[config.mk]
export PLATFORM = sky130hd
export DESIGN_NAME = flash_journal_slot_manager_unit
export DESIGN_NICKNAME = d
export VERILOG_FILES = /design/src/fjsm_pkg.sv /design/src/fjsm_core.sv /design/src/fjsm_rsp_buf.sv /design/src/flash_journal_slot_manager_unit.sv
export VERILOG_INCLUDE_DIRS = /design/src /design/src/src
export SDC_FILE = /design/constraint.sdc
export NUM_CORES = 1
export LEC_CHECK = 0
export ABC_AREA = 1
export BUFFER_PORTS_ARGS = -buffer_cell sky130_fd_sc_hd__buf_2
export CORE_AREA = 2 2 212 214
export DETAILED_ROUTE_END_ITERATION = 16
export DIE_AREA = 0 0 214 216
export MAX_ROUTING_LAYER = met4
export PLACE_DENSITY = 0.71
export REMOVE_ABC_BUFFERS = 1
export SYNTH_ARGS = -nofsm -noshare
export SYNTH_HDL_FRONTEND = slang
export SYNTH_SLANG_ARGS = --single-unit
export TNS_END_PERCENT = 30
[constraint.sdc]
create_clock -name clock -period 21.8 [get_ports clock]
set_input_delay 4.36 -clock clock [delete_from_list [all_inputs] [get_ports clock]]
set_output_delay 4.36 -clock clock [all_outputs]
set_load 0.01 [all_outputs]
[src/flash_journal_slot_manager_unit_macros.svh]
// Assertion macros used by the top level of the flash journal slot manager.
`ifndef FLASH_JOURNAL_SLOT_MANAGER_UNIT_MACROS_SVH
`define FLASH_JOURNAL_SLOT_MANAGER_UNIT_MACROS_SVH

// Same-cycle implication, disabled during reset.
`define FJSM_ASSERT_NOW(lbl, ante, cons, msg) \
   lbl: assert property (@(posedge clock) disable iff (reset) (ante) |-> (cons)) \
      else $error(msg);

// Next-cycle implication, disabled during reset.
`define FJSM_ASSERT_NEXT(lbl, ante, cons, msg) \
   lbl: assert property (@(posedge clock) disable iff (reset) (ante) |=> (cons)) \
      else $error(msg);

`endif

[src/fjsm_pkg.sv]
// Package with constants, codes and types of the flash journal slot manager.
`default_nettype none
package fjsm_pkg;

   localparam int DEFAULT_SLOT_COUNT = 16;
   localparam int OP_W      = 3;
   localparam int CMD_W     = 2;
   localparam int SLOT_W    = 4;
   localparam int SEQ_W     = 32;
   localparam int MAGIC_W   = 32;
   localparam int MS_W      = 16;
   localparam int CSR_IDX_W = 1;
   localparam int CSR_W     = 32;

   localparam logic [SEQ_W-1:0]   EMPTY_SEQ      = 32'hFFFF_FFFF;
   localparam logic [MS_W-1:0]    MS_MAX         = 16'hFFFF;
   localparam logic [MS_W-1:0]    RESET_DEBOUNCE = 16'd5000;
   localparam logic [MAGIC_W-1:0] RESET_MAGIC    = 32'h4743_5052;

   typedef enum logic [OP_W-1:0] {
      OP_INIT       = 3'd0,
      OP_SCAN       = 3'd1,
      OP_TICK       = 3'd2,
      OP_SAVE_REQ   = 3'd3,
      OP_SAVE_NOW   = 3'd4,
      OP_DISCONNECT = 3'd5,
      OP_LOAD       = 3'd6
   } opcode_type;

   typedef enum logic [CMD_W-1:0] {
      CMD_NONE    = 2'd0,
      CMD_ERASE   = 2'd1,
      CMD_PROGRAM = 2'd2
   } cmd_type;

   typedef enum logic [CSR_IDX_W-1:0] {
      CSR_DEBOUNCE = 1'b0,
      CSR_MAGIC    = 1'b1
   } csr_idx_type;

   typedef struct packed {
      logic [CMD_W-1:0]  command;
      logic [SLOT_W-1:0] target_slot;
      logic [SEQ_W-1:0]  write_sequence;
      logic              newest_found;
      logic [SLOT_W-1:0] recent_slot;
      logic              write_pending;
      logic              last;
   } rsp_type;

   typedef struct packed {
      rsp_type first;
      rsp_type second;
      logic    two;
   } batch_type;

endpackage
`default_nettype wire

[src/fjsm_core.sv]
// Slot bitmap, newest record, sequence and debounce state with per-transaction update logic.
`default_nettype none
module fjsm_core #(
   parameter int SLOT_COUNT = fjsm_pkg::DEFAULT_SLOT_COUNT
) (
   input  wire logic                          clock,
   input  wire logic                          reset,
   input  wire logic                          fire,
   input  wire logic [fjsm_pkg::OP_W-1:0]     opcode,
   input  wire logic                          link_active,
   input  wire logic [fjsm_pkg::SLOT_W-1:0]   scan_slot,
   input  wire logic [fjsm_pkg::MAGIC_W-1:0]  header_magic,
   input  wire logic [fjsm_pkg::SEQ_W-1:0]    header_sequence,
   input  wire logic                          csr_write_enable,
   input  wire logic [fjsm_pkg::CSR_IDX_W-1:0] csr_index,
   input  wire logic [fjsm_pkg::CSR_W-1:0]    csr_write_data,
   output fjsm_pkg::batch_type                batch
);
   import fjsm_pkg::*;

   localparam int IDX_W = $clog2(SLOT_COUNT);

   logic [SLOT_COUNT-1:0] slot_used_ff, slot_used_in;
   logic                  newest_valid_ff, newest_valid_in;
   logic [IDX_W-1:0]      newest_index_ff, newest_index_in;
   logic [SEQ_W-1:0]      newest_seq_ff, newest_seq_in;
   logic [SEQ_W-1:0]      current_seq_ff, current_seq_in;
   logic                  save_waiting_ff, save_waiting_in;
   logic                  erase_waiting_ff, erase_waiting_in;
   logic [MS_W-1:0]       elapsed_ms_ff, elapsed_ms_in;
   logic [MS_W-1:0]       debounce_ms_ff, debounce_ms_in;
   logic [MAGIC_W-1:0]    valid_magic_ff, valid_magic_in;

   function automatic logic take_newest(input logic nv, input logic [IDX_W-1:0] ni,
                                        input logic [SEQ_W-1:0] ns,
                                        input logic [IDX_W-1:0] s,
                                        input logic [SEQ_W-1:0] q);
      return !nv || (q > ns) || ((q == ns) && (s < ni));
   endfunction

   function automatic rsp_type make_rsp(input cmd_type c, input logic [IDX_W-1:0] s,
                                        input logic [SEQ_W-1:0] q, input logic nv,
                                        input logic [IDX_W-1:0] ni, input logic pend);
      rsp_type r;
      r.command        = c;
      r.target_slot    = SLOT_W'(s);
      r.write_sequence = q;
      r.newest_found   = nv;
      r.recent_slot    = nv ? SLOT_W'(ni) : '0;
      r.write_pending  = pend;
      r.last           = 1'b1;
      return r;
   endfunction

   always_comb begin
      logic             do_deferred;
      logic             do_save;
      logic             found;
      logic [IDX_W-1:0] first_free;
      logic [IDX_W-1:0] scan_idx;
      rsp_type          prog_rsp;

      slot_used_in     = slot_used_ff;
      newest_valid_in  = newest_valid_ff;
      newest_index_in  = newest_index_ff;
      newest_seq_in    = newest_seq_ff;
      current_seq_in   = current_seq_ff;
      save_waiting_in  = save_waiting_ff;
      erase_waiting_in = erase_waiting_ff;
      elapsed_ms_in    = elapsed_ms_ff;
      do_deferred      = 1'b0;
      do_save          = 1'b0;
      found            = 1'b0;
      first_free       = '0;
      scan_idx         = IDX_W'(scan_slot);
      prog_rsp         = '0;
      batch            = '0;

      unique case (opcode)
         OP_INIT: begin
            slot_used_in     = '0;
            newest_valid_in  = 1'b0;
            newest_index_in  = '0;
            newest_seq_in    = '0;
            current_seq_in   = '0;
            save_waiting_in  = 1'b0;
            erase_waiting_in = 1'b0;
         end
         OP_SCAN: begin
            if (32'(scan_slot) < 32'(SLOT_COUNT)) begin
               slot_used_in[scan_idx] = (header_sequence != EMPTY_SEQ);
               if ((header_magic == valid_magic_ff) && (header_sequence != EMPTY_SEQ) &&
                   take_newest(newest_valid_ff, newest_index_ff, newest_seq_ff,
                               scan_idx, header_sequence)) begin
                  newest_valid_in = 1'b1;
                  newest_index_in = scan_idx;
                  newest_seq_in   = header_sequence;
                  current_seq_in  = header_sequence;
               end
            end
         end
         OP_TICK: begin
            if (elapsed_ms_ff != MS_MAX) begin
               elapsed_ms_in = elapsed_ms_ff + 1'b1;
            end
            if (erase_waiting_ff && !link_active) begin
               do_deferred = 1'b1;
            end else if (save_waiting_ff && (elapsed_ms_in >= debounce_ms_ff)) begin
               do_save = 1'b1;
            end
         end
         OP_SAVE_REQ: begin
            save_waiting_in = 1'b1;
            elapsed_ms_in   = '0;
         end
         OP_SAVE_NOW: begin
            do_save = 1'b1;
         end
         OP_DISCONNECT: begin
            do_deferred = erase_waiting_ff && !link_active;
         end
         OP_LOAD: begin
            if (newest_valid_ff) begin
               current_seq_in = newest_seq_ff;
            end
         end
         default: begin
         end
      endcase

      for (int i = SLOT_COUNT - 1; i >= 0; i--) begin
         if (!slot_used_ff[i]) begin
            first_free = IDX_W'(i);
         end
      end
      found = ~&slot_used_ff;

      if (do_deferred) begin
         slot_used_in     = '0;
         newest_valid_in  = 1'b0;
         newest_index_in  = '0;
         newest_seq_in    = '0;
         erase_waiting_in = 1'b0;
         batch.first = make_rsp(CMD_ERASE, '0, '0, 1'b0, '0, save_waiting_ff);
         if (save_waiting_ff) begin
            current_seq_in  = current_seq_ff + 1'b1;
            slot_used_in[0] = 1'b1;
            newest_valid_in = 1'b1;
            newest_seq_in   = current_seq_in;
            save_waiting_in = 1'b0;
            batch.second = make_rsp(CMD_PROGRAM, '0, current_seq_in, 1'b1, '0, 1'b0);
            batch.two    = 1'b1;
         end
      end else if (do_save) begin
         current_seq_in = current_seq_ff + 1'b1;
         if (!found && link_active) begin
            erase_waiting_in = 1'b1;
            save_waiting_in  = 1'b1;
            batch.first = make_rsp(CMD_NONE, '0, '0, newest_valid_ff, newest_index_ff,
                                   1'b1);
         end else begin
            if (!found) begin
               slot_used_in     = '0;
               newest_valid_in  = 1'b0;
               newest_index_in  = '0;
               newest_seq_in    = '0;
               erase_waiting_in = 1'b0;
               first_free       = '0;
               batch.first = make_rsp(CMD_ERASE, '0, '0, 1'b0, '0, save_waiting_in);
               batch.two   = 1'b1;
            end
            slot_used_in[first_free] = 1'b1;
            if (take_newest(newest_valid_in, newest_index_in, newest_seq_in,
                            first_free, current_seq_in)) begin
               newest_valid_in = 1'b1;
               newest_index_in = first_free;
               newest_seq_in   = current_seq_in;
            end
            save_waiting_in = 1'b0;
            prog_rsp = make_rsp(CMD_PROGRAM, first_free, current_seq_in, newest_valid_in,
                                newest_index_in, erase_waiting_in);
            if (batch.two) begin
               batch.second = prog_rsp;
            end else begin
               batch.first = prog_rsp;
            end
         end
      end else begin
         batch.first = make_rsp(CMD_NONE, '0, '0, newest_valid_in, newest_index_in,
                                save_waiting_in || erase_waiting_in);
      end

      batch.first.last = !batch.two;
   end

   always_comb begin
      debounce_ms_in = debounce_ms_ff;
      valid_magic_in = valid_magic_ff;
      if (csr_write_enable) begin
         unique case (csr_index)
            CSR_DEBOUNCE: debounce_ms_in = csr_write_data[MS_W-1:0];
            CSR_MAGIC:    valid_magic_in = csr_write_data[MAGIC_W-1:0];
            default: begin
            end
         endcase
      end
   end

   always_ff @(posedge clock) begin
      if (reset) begin
         slot_used_ff     <= '0;
         newest_valid_ff  <= 1'b0;
         newest_index_ff  <= '0;
         newest_seq_ff    <= '0;
         current_seq_ff   <= '0;
         save_waiting_ff  <= 1'b0;
         erase_waiting_ff <= 1'b0;
         elapsed_ms_ff    <= '0;
         debounce_ms_ff   <= RESET_DEBOUNCE;
         valid_magic_ff   <= RESET_MAGIC;
      end else begin
         debounce_ms_ff <= debounce_ms_in;
         valid_magic_ff <= valid_magic_in;
         if (fire) begin
            slot_used_ff     <= slot_used_in;
            newest_valid_ff  <= newest_valid_in;
            newest_index_ff  <= newest_index_in;
            newest_seq_ff    <= newest_seq_in;
            current_seq_ff   <= current_seq_in;
            save_waiting_ff  <= save_waiting_in;
            erase_waiting_ff <= erase_waiting_in;
            elapsed_ms_ff    <= elapsed_ms_in;
         end
      end
   end

endmodule
`default_nettype wire

[src/fjsm_rsp_buf.sv]
// Two-entry result buffer that takes one or two results per transaction.
`default_nettype none
module fjsm_rsp_buf (
   input  wire logic          clock,
   input  wire logic          reset,
   input  wire logic          push,
   input  wire fjsm_pkg::batch_type batch,
   output logic               room,
   input  wire logic          rsp_stall,
   output logic               rsp_valid,
   output fjsm_pkg::rsp_type  rsp
);
   import fjsm_pkg::*;

   logic [1:0] count_ff, count_in;
   rsp_type    head_ff, head_in;
   rsp_type    tail_ff, tail_in;
   logic       pop;
   logic [1:0] cnt_after;
   logic [1:0] need;

   assign rsp_valid = (count_ff != 2'd0);
   assign rsp       = head_ff;
   assign pop       = rsp_valid && !rsp_stall;
   assign cnt_after = count_ff - {1'b0, pop};
   assign need      = batch.two ? 2'd2 : 2'd1;
   assign room      = ({1'b0, cnt_after} + {1'b0, need}) <= 3'd2;

   always_comb begin
      head_in  = head_ff;
      tail_in  = tail_ff;
      count_in = cnt_after;
      if (pop) begin
         head_in = tail_ff;
      end
      if (push) begin
         count_in = cnt_after + need;
         if (cnt_after == 2'd0) begin
            head_in = batch.first;
            tail_in = batch.second;
         end else begin
            tail_in = batch.first;
         end
      end
   end

   always_ff @(posedge clock) begin
      if (reset) begin
         count_ff <= 2'd0;
      end else begin
         count_ff <= count_in;
      end
   end

   always_ff @(posedge clock) begin
      head_ff <= head_in;
      tail_ff <= tail_in;
   end

endmodule
`default_nettype wire

[src/flash_journal_slot_manager_unit.sv]
// Top level of the flash journal slot manager.
//
// Request channel (req_*): one transaction per operation (init, header scan,
// millisecond tick, save request, save now, link disconnect, load query).
// Response channel (rsp_*): one or two results per request, in order; the
// final one carries rsp_last. An erase result precedes the program result
// when the sector is full and the link is idle.
// Configuration (csr_*): index 0 debounce in ms, index 1 valid header magic.
// A request is registered in the request register, and its results are then
// registered in the response buffer, which drives rsp_*.
// Throughput: one request per cycle while rsp_stall is low and each request
// yields one result; a request with two results holds the port for both. The
// rate is set by the two-entry response buffer, with room for the whole batch.
// Reset clears the slot bitmap, newest record, sequence, pending flags and
// the debounce counter, and loads the register defaults.
// While rsp_stall is high, results hold in the buffer; once it cannot take a
// full batch, req_stall rises and the request register holds.
`default_nettype none
module flash_journal_slot_manager_unit #(
   parameter int SLOT_COUNT = fjsm_pkg::DEFAULT_SLOT_COUNT
) (
   input  wire logic                           clock,
   input  wire logic                           reset,
   input  wire logic                           req_valid,
   output logic                                req_stall,
   input  wire logic [fjsm_pkg::OP_W-1:0]      req_opcode,
   input  wire logic                           req_link_active,
   input  wire logic [fjsm_pkg::SLOT_W-1:0]    req_scan_slot,
   input  wire logic [fjsm_pkg::MAGIC_W-1:0]   req_header_magic,
   input  wire logic [fjsm_pkg::SEQ_W-1:0]     req_header_sequence,
   output logic                                rsp_valid,
   input  wire logic                           rsp_stall,
   output logic [fjsm_pkg::CMD_W-1:0]          rsp_command,
   output logic [fjsm_pkg::SLOT_W-1:0]         rsp_target_slot,
   output logic [fjsm_pkg::SEQ_W-1:0]          rsp_write_sequence,
   output logic                                rsp_newest_found,
   output logic [fjsm_pkg::SLOT_W-1:0]         rsp_newest_slot,
   output logic                                rsp_write_pending,
   output logic                                rsp_last,
   input  wire logic                           csr_write_enable,
   input  wire logic [fjsm_pkg::CSR_IDX_W-1:0] csr_index,
   input  wire logic [fjsm_pkg::CSR_W-1:0]     csr_write_data
);
   import fjsm_pkg::*;

`include "flash_journal_slot_manager_unit_macros.svh"

   logic                req_valid_ff, req_valid_in;
   logic [OP_W-1:0]     opcode_ff;
   logic                link_active_ff;
   logic [SLOT_W-1:0]   scan_slot_ff;
   logic [MAGIC_W-1:0]  header_magic_ff;
   logic [SEQ_W-1:0]    header_sequence_ff;
   logic                accept;
   logic                room;
   logic                fire;
   batch_type           batch;
   rsp_type             rsp;

   assign fire      = req_valid_ff && room;
   assign req_stall = req_valid_ff && !room;
   assign accept    = req_valid && !req_stall;

   always_comb begin
      req_valid_in = req_valid_ff;
      if (accept) begin
         req_valid_in = 1'b1;
      end else if (fire) begin
         req_valid_in = 1'b0;
      end
   end

   always_ff @(posedge clock) begin
      if (reset) begin
         req_valid_ff <= 1'b0;
      end else begin
         req_valid_ff <= req_valid_in;
      end
   end

   always_ff @(posedge clock) begin
      if (accept) begin
         opcode_ff          <= req_opcode;
         link_active_ff     <= req_link_active;
         scan_slot_ff       <= req_scan_slot;
         header_magic_ff    <= req_header_magic;
         header_sequence_ff <= req_header_sequence;
      end
   end

   fjsm_core #(
      .SLOT_COUNT (SLOT_COUNT)
   ) u_core (
      .clock            (clock),
      .reset            (reset),
      .fire             (fire),
      .opcode           (opcode_ff),
      .link_active      (link_active_ff),
      .scan_slot        (scan_slot_ff),
      .header_magic     (header_magic_ff),
      .header_sequence  (header_sequence_ff),
      .csr_write_enable (csr_write_enable),
      .csr_index        (csr_index),
      .csr_write_data   (csr_write_data),
      .batch            (batch)
   );

   fjsm_rsp_buf u_rsp_buf (
      .clock     (clock),
      .reset     (reset),
      .push      (fire),
      .batch     (batch),
      .room      (room),
      .rsp_stall (rsp_stall),
      .rsp_valid (rsp_valid),
      .rsp       (rsp)
   );

   assign rsp_command        = rsp.command;
   assign rsp_target_slot    = rsp.target_slot;
   assign rsp_write_sequence = rsp.write_sequence;
   assign rsp_newest_found   = rsp.newest_found;
   assign rsp_newest_slot    = rsp.recent_slot;
   assign rsp_write_pending  = rsp.write_pending;
   assign rsp_last           = rsp.last;

   `FJSM_ASSERT_NEXT(a_fire_gives_rsp, fire, rsp_valid, "processed request left no result")
   `FJSM_ASSERT_NOW(a_pair_is_erase_program, batch.two,
      (batch.first.command == CMD_ERASE) && (batch.second.command == CMD_PROGRAM),
      "two-result batch is not erase then program")
   `FJSM_ASSERT_NOW(a_last_marks_end, 1'b1,
      (batch.first.last == !batch.two) && (!batch.two || batch.second.last),
      "last flag does not mark the final result")
   `FJSM_ASSERT_NOW(a_program_clears_pending, fire && (batch.first.command == CMD_PROGRAM),
      !batch.two, "program without erase reported as two results")

endmodule
`default_nettype wire
==> impl_metrics.tcl, run 1 <==
set metrics [dict create \
    status "completed" \
    die_y_um 216 \
    min-delay-path-class "reg -> reg" \
    antenna_found_initial 10 \
    fillers 4352 \
    power_density_nw_per_um2 118 \
    wl_per_cell_um 19.3 \
    syn_avg_cell_area_um2 7.10 \
    ir_drop_uv 62.1 \
    worstSetupPathType "in -> out" \
    multi_input_area_um2 10300 \
    reg2reg_depth 39 \
    whs_endpoint "u_core.valid_magic_ff[20]" \
    area_delta_synth_final_pct 13.1 \
    cts-root-buf "clkbuf_16" \
    coreArea_um2 43800 \
    wl_mm 67.0 \
    post-route-period-util 0.508 \
    mostFrequentLayoutCells "nand2_1, nor2_1, o21ai_0" \
    worstPathMaxFanout 47 \
    initial_utilization 0.445 \
    crit_arrival_ps 6710 \
    timing.rr.start "u_core.elapsed_ms_ff[1]" \
    critPathRequiredTime_ps 17440 \
    worst_pin_slew_ps 1310 \
    r2r_slack_ps 12120 \
    final_common_cell "nand2_1" \
    dieArea_um2 46200 \
    seq_area_frac_synth 0.384 \
    cts_hold_buffers 0 \
    crit_chain "buf_2, a21oi_4, buf_4, ha_1, xnor2_1, inv_1, fa_1, a21oi_1, nor2_1, buf_2" \
    synth_seq_cells 316 \
    die_w_um 214 \
    path_clk_slew_ps 60 \
    row_count 77 \
    ios 157 \
    grtUsageTotal 0.291 \
    placement.io_buffers 156 \
    viasPerCell 5.70 \
    synthArstFlopShare 0 \
    tns_ps 0 \
    synth_cells 2748 \
    place_area_um2 20700 \
    synth.cell_area_um2 19500 \
    crit_slowest_cell "fa_1" \
    cp_slowest_stage_delay_ps 560 \
    fin_nets 3032 \
    drc_errors 0 \
    ctsResizeCount 0 \
    maxCapViolations 0 \
    synth.distinct_cells 67 \
    layout-drive-gt1-share 0.114 \
    cpMostUsedCell "buf_2" \
    hpwl_mm 45.0 \
    relSlewSlack 0.120 \
    setup_viol 0 \
    cp-start-kind "primary input" \
    cts_buffer_depth 3 \
    max_freq_mhz 90.3 \
    min_path_cells 2 \
    rsz0062_at_grt "no" \
    grt_pass1_wl_mm 104 \
    gp_congestion 0.991 \
    ff_latch_area_um2 7500 \
    worstSetupStartpoint "rsp_stall" \
    hp-start "u_core.valid_magic_ff[20]" \
    cts.htree.levels 2 \
    clock_skew_ps 17.6 \
    cts_tree "done" \
    synth_flop_cell "dfxtp_1" \
    insertion_delay_ps 560 \
    yosys_warnings 0 \
    finalInstanceArea_um2 22100 \
    cts_buffers 38 \
    cts.sinks 316 \
    ant_nets 0 \
    dr.pass1.iters 6 \
    initialDrtViolationCount 2035 \
    vias 19700 \
    regToRegEndpoint "u_core.newest_seq_ff[17]" \
    crit_buf_inv 4 \
    grt_max_degree 68 \
    post-cts-setup-buffers 0 \
    grt_pass1_vias 18900 \
    period_minus_slack_ps 11070 \
    p_leak_nw 8.98 \
    critPathTopFamily "buffers and inverters" \
    endpoint_kind "primary output" \
    hold_viol_final 0 \
    synth_edf_count 117 \
    overflow 0 \
    slew_violations 0 \
]
power by group:
group	switching, W	internal [W]
clock network	0.000261	0.000428
registers	0.000113	0.000775
logic	0.000706	0.000325
Yosys cell counts, drive strengths merged (2+ instances only):
library cell | number | area share
inv | 307 | 0.059
a221oi | 2 | 0.00090
a32oi | 2 | 0.00090
o21bai | 2 | 0.00077
xor2 | 23 | 0.011
nor4 | 7 | 0.0026
o21a | 3 | 0.0012
o2111ai | 2 | 0.00090
o22ai | 18 | 0.0058
or2 | 7 | 0.0022
nand3 | 93 | 0.025
clkinv | 8 | 0.0015
clkbuf | 104 | 0.020
xnor2 | 21 | 0.0094
a31oi | 5 | 0.0016
o21ai | 333 | 0.086
and2 | 3 | 0.00096
a22oi | 17 | 0.0065
a21o | 4 | 0.0015
nand2 | 651 | 0.13
o211ai | 19 | 0.0076
nor3 | 32 | 0.0097
o32ai | 2 | 0.00090
a2bb2oi | 12 | 0.0054
nor2 | 323 | 0.066
edfxtp | 117 | 0.18
buf | 34 | 0.0093
a21oi | 212 | 0.055
dfxtp | 199 | 0.20
a32o | 2 | 0.0010
nand4 | 32 | 0.011
ha | 90 | 0.058
o221ai | 16 | 0.0072
a211oi | 3 | 0.0012
a311oi | 32 | 0.015
per-layer routing:
layer | routed length [um] | track usage | up-vias
li1 | - | - | 9389
met1 | 27800 | 0.371 | 9131
met3 | 6920 | 0.0603 | 178
met4 | 2290 | 0.105 | 0
met5 | 0 | - | -
met2 | 30000 | 0.459 | 1037
stage by stage:
step | total power, W | hold WS (ps) | utilization | worst slack [ps] | std cells
2_1_floorplan | 0.00155 | 437 | - | 5090 | 2610
3_3_place_gp | 0.00187 | 444 | 0.472 | 10740 | 3383
3_5_place_dp | 0.00190 | 454 | 0.472 | 10710 | 3383
4_1_cts | 0.00260 | 462 | 0.503 | 10700 | 3453
5_1_grt | 0.00276 | 487 | 0.503 | 10490 | 3463
6_report | 0.00261 | 463 | 0.504 | 10730 | 3464
how the worst max path moves through the flow:
stage                        endpoint  cells past startpoint  slack, ps
finish                      req_stall                     10      10730
global route                req_stall                     29      10490
CTS                         req_stall                     10      10700
detailed placement          req_stall                     10      10710
global placement            req_stall                     10      10740
floorplan           u_rsp_buf.rsp[26]                     13       5090
worst min-delay path: stages (launching register included):
cell and delay [ps]:
dfxtp_1 310, inv_2 60, a21oi_1 50
cells by family (layout without fill, tap and decap cells):
| kind of cell | count (synthesis) | in the layout | share of synthesized area |
|---|---|---|---|
| DFF | 316 | 316 | 0.384 |
| xor gates and xnor gates | 44 | 44 | 0.0201 |
| buffers and inverters | 453 | 566 | 0.0900 |
| and+or+nand+nor | 1152 | 1152 | 0.246 |
| AOI/OAI and AO/OA | 692 | 692 | 0.201 |
| adders and majority gates | 91 | 91 | 0.0587 |
| other | 0 | 11 | 0 |
area by class of cell:
cell class | count | share of cell area
multi-input combinational | 1979 | 0.467
timing repair buffer | 181 | 0.0439
clock inverter | 13 | 0.00986
inverter | 315 | 0.0536
antenna | 11 | 0.00125
sequential | 316 | 0.340
clock buffer | 57 | 0.0510
tap | 592 | 0.0336
registers in the layout, summed over array words and instances (netlist names):
signal	flops
u_rsp_buf.rsp	45
u_rsp_buf.tail_ff	45
header_magic_ff	32
header_sequence_ff	32
u_core.current_seq_ff	32
u_core.newest_seq_ff	32
u_core.valid_magic_ff	32
u_core.debounce_ms_ff	16
u_core.elapsed_ms_ff	16
u_core.slot_used_ff	16
scan_slot_ff	4
u_core.newest_index_ff	4
opcode_ff	3
u_rsp_buf.count_ff	2
link_active_ff	1
req_valid_ff	1
u_core.erase_waiting_ff	1
u_core.newest_valid_ff	1
u_core.save_waiting_ff	1
(Power assumes the default switching activity.)
==> run 2, diff against run 1 <==
ABC_AREA = 0   (was 1)
CORE_AREA = 2 2 203 205   (was 2 2 212 214)
DIE_AREA = 0 0 205 207   (was 0 0 214 216)
clock period = 11.5 ns   (was 21.8 ns; I/O delays follow)
==> impl_metrics.tcl, run 2 <==
set metrics [dict create \
    crit_chain "and3_1, and3_1, nand4_1, nor2_1, nand3_1, and4_1, and2_1, xor2_1, ha_1, a21o_1, a21o_1, a221o_1, a31oi_1, o21a_1, nor3_2, buf_4, nor2_2, inv_2, fa_1, a21oi_1, nor2b_1, buf_2" \
    die_y_um 207 \
    row_count 74 \
    worstSetupPathType "reg -> out" \
    cp_slowest_stage_delay_ps 530 \
    grt_pass1_vias 15700 \
    initial_utilization 0.442 \
    hp-start "u_core.debounce_ms_ff[15]" \
    yosysMostFrequentCell "nand2_1" \
    yosys-top-cells-area "dfxtp_1, edfxtp_1, ha_1, nand2_1, mux2i_1" \
    worstPathMaxFanout 15 \
    cts.htree.levels 2 \
    relSlewSlack 0.150 \
    clock_skew_ps 12.5 \
    cp-start-kind "register" \
    r2r_slack_ps 3220 \
    seq_area_frac_synth 0.420 \
    syn_avg_cell_area_um2 9.03 \
    stdcell_count 2640 \
    endpoint_kind "primary output" \
    status "completed" \
    tns_ps 0 \
    cts-root-buf "clkbuf_16" \
    crit_arrival_ps 6410 \
    ant_nets 0 \
    regToRegEndpoint "u_rsp_buf.rsp[5]" \
    reg2reg_depth 27 \
    placement.io_buffers 156 \
    rsz0062_at_grt "no" \
    ir_drop_uv 115 \
    synthMuxAreaShare 0.0541 \
    yosysTopAreaCellShare 0.223 \
    crit_slowest_cell "fa_1" \
    grt_pass1_wl_mm 85.2 \
    critPathTopFamily "simple AND/OR/NAND/NOR gates" \
    grt_max_degree 76 \
    path_clk_slew_ps 60 \
    yosys.area_share.adder 0.0642 \
    synth.distinct_cells 88 \
    ctsResizeCount 0 \
    grtUsageTotal 0.259 \
    synthXorXnorAreaFrac 0.0362 \
    post-cts-setup-buffers 0 \
    min-delay-path-class "reg -> reg" \
    layout-drive-gt1-share 0.146 \
    synth-simple-area-share 0.177 \
    synth_flop_cell "dfxtp_1" \
    timing.rr.start "u_core.elapsed_ms_ff[4]" \
    mostFrequentLayoutCells "nand2_1, dfxtp_1, buf_2" \
    yosys_warnings 0 \
    power_density_nw_per_um2 209 \
    wl_mm 54.3 \
    yosys.area.top_type "dfxtp_1" \
    drc_errors 0 \
    cts_buffer_depth 3 \
    gp_congestion 0.914 \
    cts.sinks 316 \
    synth_seq_cells 316 \
    synthTopCellsByCount "nand2_1, dfxtp_1, nor2_1" \
    worstSetupStartpoint "u_core.elapsed_ms_ff[4]" \
    antenna_found_initial 3 \
    placed_cells 2570 \
    synthArstFlopShare 0 \
    cts_tree "done" \
    maxCapViolations 0 \
    coreArea_um2 40400 \
    path_depth 22 \
    max_freq_mhz 115 \
    worst_pin_slew_ps 1270 \
    synth_compound_area_frac 0.203 \
    hold_viol_final 0 \
    period_minus_slack_ps 8710 \
    ios 157 \
    hpwl_mm 37.1 \
    die_w_um 205 \
    critPathRequiredTime_ps 9200 \
    fin_nets 2278 \
    cts_hold_buffers 0 \
    dieArea_um2 42400 \
    fillers 3814 \
    crit_path_end "req_stall" \
    insertion_delay_ps 540 \
    synth.cell_area_um2 17800 \
    initialDrtViolationCount 1785 \
    vias 16100 \
    synth_top_family_by_area "compound AO/OA/AOI/OAI gates" \
    synth_edf_count 117 \
    wl_per_cell_um 20.6 \
    synth_cells 1977 \
    p_leak_nw 7.45 \
    overflow 0 \
    setup_viol 0 \
    final_common_cell "nand2_1" \
    viasPerCell 6.11 \
    post-route-period-util 0.757 \
    slew_violations 0 \
    cts_buffers 37 \
    crit_buf_inv 3 \
    dr.pass1.iters 7 \
    area_delta_synth_final_pct 13.6 \
]
==> run 2: cell count changes after synthesis, sizes merged, moves of 35 or more <==
cell,delta
nand2,-385
inv,-227
o21ai,-223
nor2,-191
a21oi,-95
mux2i,+68
xnor2,+40
a22oi,+36
a22o,+35
==> run 2: routing by layer <==
metal | wire length (um) | share of wire | track usage | vias to the layer above
met2 | 25900 | 0.48 | 0.422 | 836
met5 | 0 | 0 | - | -
met3 | 4760 | 0.088 | 0.0393 | 128
li1 | - | - | - | 7494
met1 | 21900 | 0.40 | 0.321 | 7679
met4 | 1710 | 0.032 | 0.100 | 0
==> run 2: layout make-up <==
cell class / count / area [um2] / area share
sequential: 316 / 7500 / 0.370
antenna: 5 / 12.5 / 0.000617
clock buffer: 45 / 997 / 0.0492
multi-input combinational: 1458 / 9580 / 0.472
tap: 532 / 666 / 0.0328
timing repair buffer: 184 / 993 / 0.0490
inverter: 80 / 302 / 0.0149
clock inverter: 20 / 238 / 0.0117
==> run 2: through the flow <==
stage | cell area [um2] | util | hold slack, ps | total power, W | setup WS [ps]
2_1_floorplan | 17300 | - | 430 | 0.00250 | 2770
3_3_place_gp | 19000 | 0.471 | 446 | 0.00299 | 3660
3_5_place_dp | 19000 | 0.471 | 454 | 0.00303 | 3380
4_1_cts | 20300 | 0.502 | 461 | 0.00425 | 2820
5_1_grt | 20300 | 0.502 | 487 | 0.00447 | 2390
6_report | 20300 | 0.502 | 459 | 0.00424 | 2790
==> run 2: logic make-up (layout without fill, tap and decap cells) <==
kind of cell / count (synthesis) / in the layout
other cells: 0 / 5
fa+ha+maj: 91 / 91
xor+xnor: 73 / 73
simple gates: 664 / 664
flops: 316 / 316
mux: 93 / 93
buf+inv: 203 / 329
compound gates: 537 / 537
==> run 2: how the worst min path moves through the flow <==
| stage | end | cells after the start |
|---|---|---|
| 2_1_floorplan | u_core.debounce_ms_ff[10] | 2 |
| 3_3_place_gp | u_core.debounce_ms_ff[2] | 2 |
| 3_5_place_dp | u_core.debounce_ms_ff[15] | 2 |
| 4_1_cts | u_core.debounce_ms_ff[15] | 2 |
| 5_1_grt | u_core.debounce_ms_ff[15] | 2 |
| 6_report | u_core.debounce_ms_ff[15] | 2 |
==> run 2: report_power, final <==
group	leakage, nW	total, W	switching (W)	internal [W]
Clock	0.601	0.00121	0.000481	0.000732
Sequential	2.76	0.00161	0.000186	0.00143
Combinational	4.09	0.00142	0.000914	0.000503
Total	7.45	0.00424	0.00158	0.00266
==> run 2: tightest hold or removal path, delay by kind of cell, from the launching register on <==
family	cells	cell delay, ps
compound gates	1	50
flops	1	310
simple gates	1	50
